File: config.mk
export PLATFORM = sky130hd
export DESIGN_NAME = msdp_ctrl
export DESIGN_NICKNAME = d
export VERILOG_FILES = /design/src/rtl/msdp_pkg.sv /design/src/rtl/msdp_ctrl.sv
export SDC_FILE = /design/constraint.sdc
export NUM_CORES = 1
export LEC_CHECK = 0
export BUFFER_PORTS_ARGS = -buffer_cell sky130_fd_sc_hd__buf_2
export CAP_MARGIN = 20
export CORE_AREA = 2 2 39 41
export CTS_CLUSTER_SIZE = 20
export DETAILED_ROUTE_END_ITERATION = 16
export DIE_AREA = 0 0 41 43
export PLACE_DENSITY = 0.55
export RECOVER_POWER = 50
export SKIP_LAST_GASP = 1
export SLEW_MARGIN = 20
export SYNTH_ARGS = -nofsm -noshare
export SYNTH_HDL_FRONTEND = slang
export SYNTH_SLANG_ARGS = --single-unit
File: constraint.sdc
create_clock -name clk -period 1.9 [get_ports clk]
set_input_delay 0.095 -clock clk [delete_from_list [all_inputs] [get_ports clk]]
set_output_delay 0.095 -clock clk [all_outputs]
set_load 0.02 [all_outputs]
File: src/rtl/msdp_pkg.sv
// Package for the minimum vertical seam block: controller states and command/status structs.
// No dependencies.
package msdp_pkg;

  localparam int unsigned SUM_W    = 21;
  localparam int unsigned ROW_W    = 5;
  localparam int unsigned COLF_W   = 6;
  localparam int unsigned CFG_W    = 7;
  localparam logic [0:0]  CFG_COLS = 1'b0;
  localparam logic [0:0]  CFG_ROWS = 1'b1;
  localparam logic [SUM_W-1:0] SUM_MAX = {SUM_W{1'b1}};

  localparam logic [1:0] BP_LEFT  = 2'd0;
  localparam logic [1:0] BP_UP    = 2'd1;
  localparam logic [1:0] BP_RIGHT = 2'd2;

  typedef enum logic [2:0] {
    ST_FILL,
    ST_COPY,
    ST_MIN,
    ST_TRACE,
    ST_EMIT
  } state_t;

  typedef struct packed {
    logic accept;
    logic copy_en;
    logic copy_clr;
    logic min_en;
    logic min_clr;
    logic trace_start;
    logic trace_en;
    logic emit_en;
  } cmd_t;

  typedef struct packed {
    logic row_done;
    logic img_done;
    logic copy_done;
    logic trace_done;
    logic emit_done;
  } stat_t;

endpackage

File: src/rtl/msdp_ctrl.sv
// Controller state machine: sequences pixel fill, row copy, minimum search, traceback, emit.
// Depends on msdp_pkg.
module msdp_ctrl (
  input  logic            clk,
  input  logic            rst_n,
  input  logic            start,
  input  logic            cfg_clear,
  input  msdp_pkg::stat_t stat,
  output msdp_pkg::cmd_t  cmd,
  output logic            busy
);
  msdp_pkg::state_t state_r, state_nxt;
  logic             tr_wait_r, tr_wait_nxt;

  // Next state.
  always_comb begin
    state_nxt   = state_r;
    tr_wait_nxt = 1'b0;
    case (state_r)
      msdp_pkg::ST_FILL: begin
        if (stat.row_done) state_nxt = msdp_pkg::ST_COPY;
        else if (stat.img_done) state_nxt = msdp_pkg::ST_MIN;
      end
      msdp_pkg::ST_COPY: begin
        if (stat.copy_done) state_nxt = msdp_pkg::ST_FILL;
      end
      msdp_pkg::ST_MIN: begin
        if (stat.copy_done) begin
          state_nxt   = msdp_pkg::ST_TRACE;
          tr_wait_nxt = 1'b1;
        end
      end
      msdp_pkg::ST_TRACE: begin
        if (!tr_wait_r && stat.trace_done) state_nxt = msdp_pkg::ST_EMIT;
      end
      msdp_pkg::ST_EMIT: begin
        if (stat.emit_done) state_nxt = msdp_pkg::ST_FILL;
      end
      default: state_nxt = msdp_pkg::ST_FILL;
    endcase
    if (cfg_clear) state_nxt = msdp_pkg::ST_FILL;
  end

  // Outputs.
  always_comb begin
    cmd  = '0;
    busy = 1'b1;
    case (state_r)
      msdp_pkg::ST_FILL: begin
        busy       = 1'b0;
        cmd.accept = start;
        cmd.copy_clr = 1'b1;
      end
      msdp_pkg::ST_COPY: cmd.copy_en = 1'b1;
      msdp_pkg::ST_MIN: begin
        cmd.min_en = 1'b1;
        cmd.trace_start = stat.copy_done;
      end
      msdp_pkg::ST_TRACE: begin
        cmd.trace_en = !tr_wait_r && !stat.trace_done;
      end
      msdp_pkg::ST_EMIT: cmd.emit_en = 1'b1;
      default: cmd = '0;
    endcase
    if (state_r == msdp_pkg::ST_FILL && stat.img_done) cmd.min_clr = 1'b1;
  end

  always_ff @(posedge clk) begin
    if (!rst_n) begin
      state_r   <= msdp_pkg::ST_FILL;
      tr_wait_r <= 1'b0;
    end else begin
      state_r   <= state_nxt;
      tr_wait_r <= tr_wait_nxt;
    end
  end

  a_emit_state: assert property (@(posedge clk) disable iff (!rst_n)
    cmd.emit_en |-> state_r == msdp_pkg::ST_EMIT) else $error("emit outside emit state");
  a_no_accept_busy: assert property (@(posedge clk) disable iff (!rst_n)
    busy |-> !cmd.accept) else $error("accept while busy");
  a_copy_returns: assert property (@(posedge clk) disable iff (!rst_n)
    (state_r == msdp_pkg::ST_COPY && stat.copy_done && !cfg_clear) |=>
      state_r == msdp_pkg::ST_FILL) else $error("copy did not return to fill");
endmodule

==> results.md <==
| Item | Value | Unit |
| --- | --- | --- |
| Ranking of synthesized cells by area | sky130_fd_sc_hd__dfxtp_1 (24%), sky130_fd_sc_hd__o32ai_4 (8.2%), sky130_fd_sc_hd__and2_1 (7.5%) | - |
| Worst slew slack as a fraction of its limit | 74.9 | % |
| Path class of the lowest-slack min-delay path | in -> reg | - |
| Ant. Diodes | 0 | - |
| Number of antenna violations at the first check in global routing | 0 | - |
| First DRT Iteration DRCs | 4 | - |
| Gate count of the mapped netlist | 42 | - |
| Residual overflow from global routing | 0 | - |
| Clock tree from TritonCTS | built | - |
| Clock-pin slew reported for the worst setup and hold paths after clock tree synthesis | 40 | ps |
| Fillers | 157 | - |
| VDD IR max | 0.198 | mV |
| Clock buffer depth | 2 | - |
| Largest area contributor in the synthesized netlist | sky130_fd_sc_hd__dfxtp_1 | - |
| Pwr Total | 0.273 | mW |
| Result of the run | finished, final reports clean | - |
| Die Ht | 43 | µm |
| Antenna Nets Post-Route | 0 | - |
| YS warnings | 0 | - |
| CP max stage cell | sky130_fd_sc_hd__or4_1 | - |
| Share of the clock period used by the worst path after layout | 79.6 | % |
| Critical-path cell list | xnor2_1 > o32ai_4 > or4_1 > nand2_1 | - |
| Post-CTS sizing | 0 | - |
| Synth unique cells | 21 | - |
| Sum of negative setup slack | 0 | ps |
| GRT Overall Usage | 10.0 | % |
| Placeable core area | 0.00138 | mm² |
| # Post-CTS Setup Buffers | 0 | - |
| Area share of the largest cell type after synthesis | 24.0 | % |
| TritonCTS Sinks | 4 | - |
| Via count of the first global-routing pass | 303 | - |
| Setup Slack @ Placement | 397 | ps |
| Number of H-tree levels | 1 | - |
| Largest family of logic cells by synthesized area | simple AND/OR/NAND/NOR gates | - |
| Highest achievable clock rate | 661 | MHz |
| Synthesized-area fraction occupied by and/or/nand/nor cells | 47.2 | % |
| Iteration count of the initial detailed-routing pass | 4 | - |
| Multiplexer share of the synthesized area | 0 | % |
| Xor/xnor cell area share of the yosys netlist | 2.62 | % |
| Net total in the final layout | 70 | - |
| Clock buffer count from CTS | 3 | - |
| Final count of hold timing violations | 0 | - |
| Most used cells in the layout excluding fill and tap cells | sky130_fd_sc_hd__buf_2 (13), sky130_fd_sc_hd__nor2_1 (5) | - |
| Startpoint type of the worst setup path | flip-flop | - |
| Nets in the synthesized netlist | 51 | - |
| Slew at the pin closest to its max-slew limit | 375 | ps |
| Number of placement rows | 14 | - |
| Final worst clock skew | 2.24 | ps |
| Per-cell routed wire length | 9.95 | µm |
| Class of the most critical setup path | reg -> reg | - |
| Final worst slack | 387 | ps |
| Critical Path Fanout Max | 11 | - |
| Highest cell delay on the worst timing path | 530 | ps |
| Via density per instance | 4.61 | - |
| Maxcap violations | 0 | - |
| Port Buffers | 17 | - |
| EDFF count, synth | 0 | - |
| Number of I/O pins | 18 | - |
| Power density over the cells | 634 | mW/mm² |
| Count of non-filler cells in the finished layout | 75 | - |
| Leakage power | 0.193 | nW |
| Number of placed cells counting well taps | 72 | - |
| Initial core utilization | 24.1 | % |
| Critical path required time | 2080 | ps |
| Leading cell type in the layout, fill and taps excluded | sky130_fd_sc_hd__buf_2 | - |
| Number of max-slew violations in the final report | 0 | - |
| HPWL after DPL | 580 | µm |
| Category of the worst setup path capture point | flip-flop | - |
| Register bit total from synthesis | 4 | - |
| Data arrival time of the critical path | 1690 | ps |
| Async S/R FF share, synth | 0 | % |
| Unrepaired setup endpoints after global routing | no | - |
| Synth Area in Compound Gates | 15.0 | % |
| Total die area | 0.00176 | mm² |
| Hold_buf cts | 0 | - |
| DRT Wirelength | 746 | µm |
| Drc violations | 0 | - |
| Share of final-layout standard cells stronger than drive strength 1 | 30.5 | % |
| First-pass GRT wire length | 1180 | µm |
| Synth Cell Area | 334 | µm² |
| Synthesized-area fraction occupied by adder cells | 0 | % |
| Maximum number of pins on one net before global-route repair | 12 | - |
| Mean cell area of the mapped netlist | 7.95 | µm² |
| Cell at the root of the clock tree | sky130_fd_sc_hd__clkbuf_4 | - |
| Total of endpoints with negative setup slack in the final report | 0 | - |
| Synth-to-layout area growth | 28.8 | % |
| Share of synthesized area occupied by flip-flops and latches | 24.0 | % |
| Final min period | 1510 | ps |
| Die width | 41 | µm |
| Minimum hold slack | 131 | ps |
| Main flop type after synthesis | sky130_fd_sc_hd__dfxtp_1 | - |
| Final weighted congestion in routability-driven placement | 0.794 | - |
| Clock insertion delay at the later pin of the skew report | 230 | ps |
| Count of vias placed by the detailed router | 346 | - |
-- layer usage --
| layer | GRT usage [%] | vias up | part of all wire (%) |
|---|---|---|---|
| met5 | 0 | - | 0 |
| met1 | 13.5 | 150 | 47 |
| met2 | 13.4 | 12 | 47 |
| met4 | 8.00 | 0 | 0 |
| met3 | 1.57 | 0 | 6.4 |
| li1 | - | 184 | - |
-- area by class of cell --
cell class              count  area [µm²]  share of cell area (%)
clock buffers               3        22.5                    5.23
inverters                   3        11.3                    2.62
multi-input cells          32         216                    50.3
flip-flops and latches      4        80.1                    18.6
well taps                  16        20.0                    4.65
repair buffers             17        80.1                    18.6
-- registers in the layout (all words and copies together) (netlist names) --
signal and count:
state_r 3, tr_wait_r 1
-- worst max-delay path: cells and delay by family (launching register included) --
kind,cells,cell delay (ps)
and+or+nand+nor,2,600
AOI/OAI and AO/OA,1,120
xor gates and xnor gates,1,210
DFF,1,520
-- worst paths after layout --
check / depth (start not counted) / slack, ps / from / end
worst min register to register: 3 / 580 / tr_wait_r$_SDFF_PN0_ / state_r[2]$_SDFFE_PP0P_
worst max register to register: 4 / 390 / state_r[0]$_SDFFE_PP0P_ / state_r[0]$_SDFFE_PP0P_
worst max-delay path: 4 / 390 / state_r[0]$_SDFFE_PP0P_ / state_r[0]$_SDFFE_PP0P_
worst min-delay path: 2 / 130 / rst_n / tr_wait_r$_SDFF_PN0_
-- Yosys cell counts (all sizes together) (2+ instances only) --
master / n
nand2b: 3
dfxtp: 4
or4: 3
nor3b: 2
nor3: 4
buf: 3
and2: 4
inv: 3
nand2: 2
nor2: 5
-- power breakdown --
part / switching [mW] / internal (mW)
clock: 0.0360 / 0.0707
sequential: 0.00686 / 0.0873
combinational: 0.0400 / 0.0318
total: 0.0829 / 0.190
-- kinds of logic after synthesis --
group | Yosys count
AOI/OAI and AO/OA | 4
xor gates and xnor gates | 1
buffers and inverters | 6
DFF | 4
and+or+nand+nor | 27
-- per-stage QoR --
stage	instance area, µm²	util (%)
finish	430	31.1
CTS	435	31.5
floorplan	334	-
global route	430	31.1
global placement	413	29.8
detailed placement	413	29.8
No activity file was read; power rests on OpenSTA's default activity.
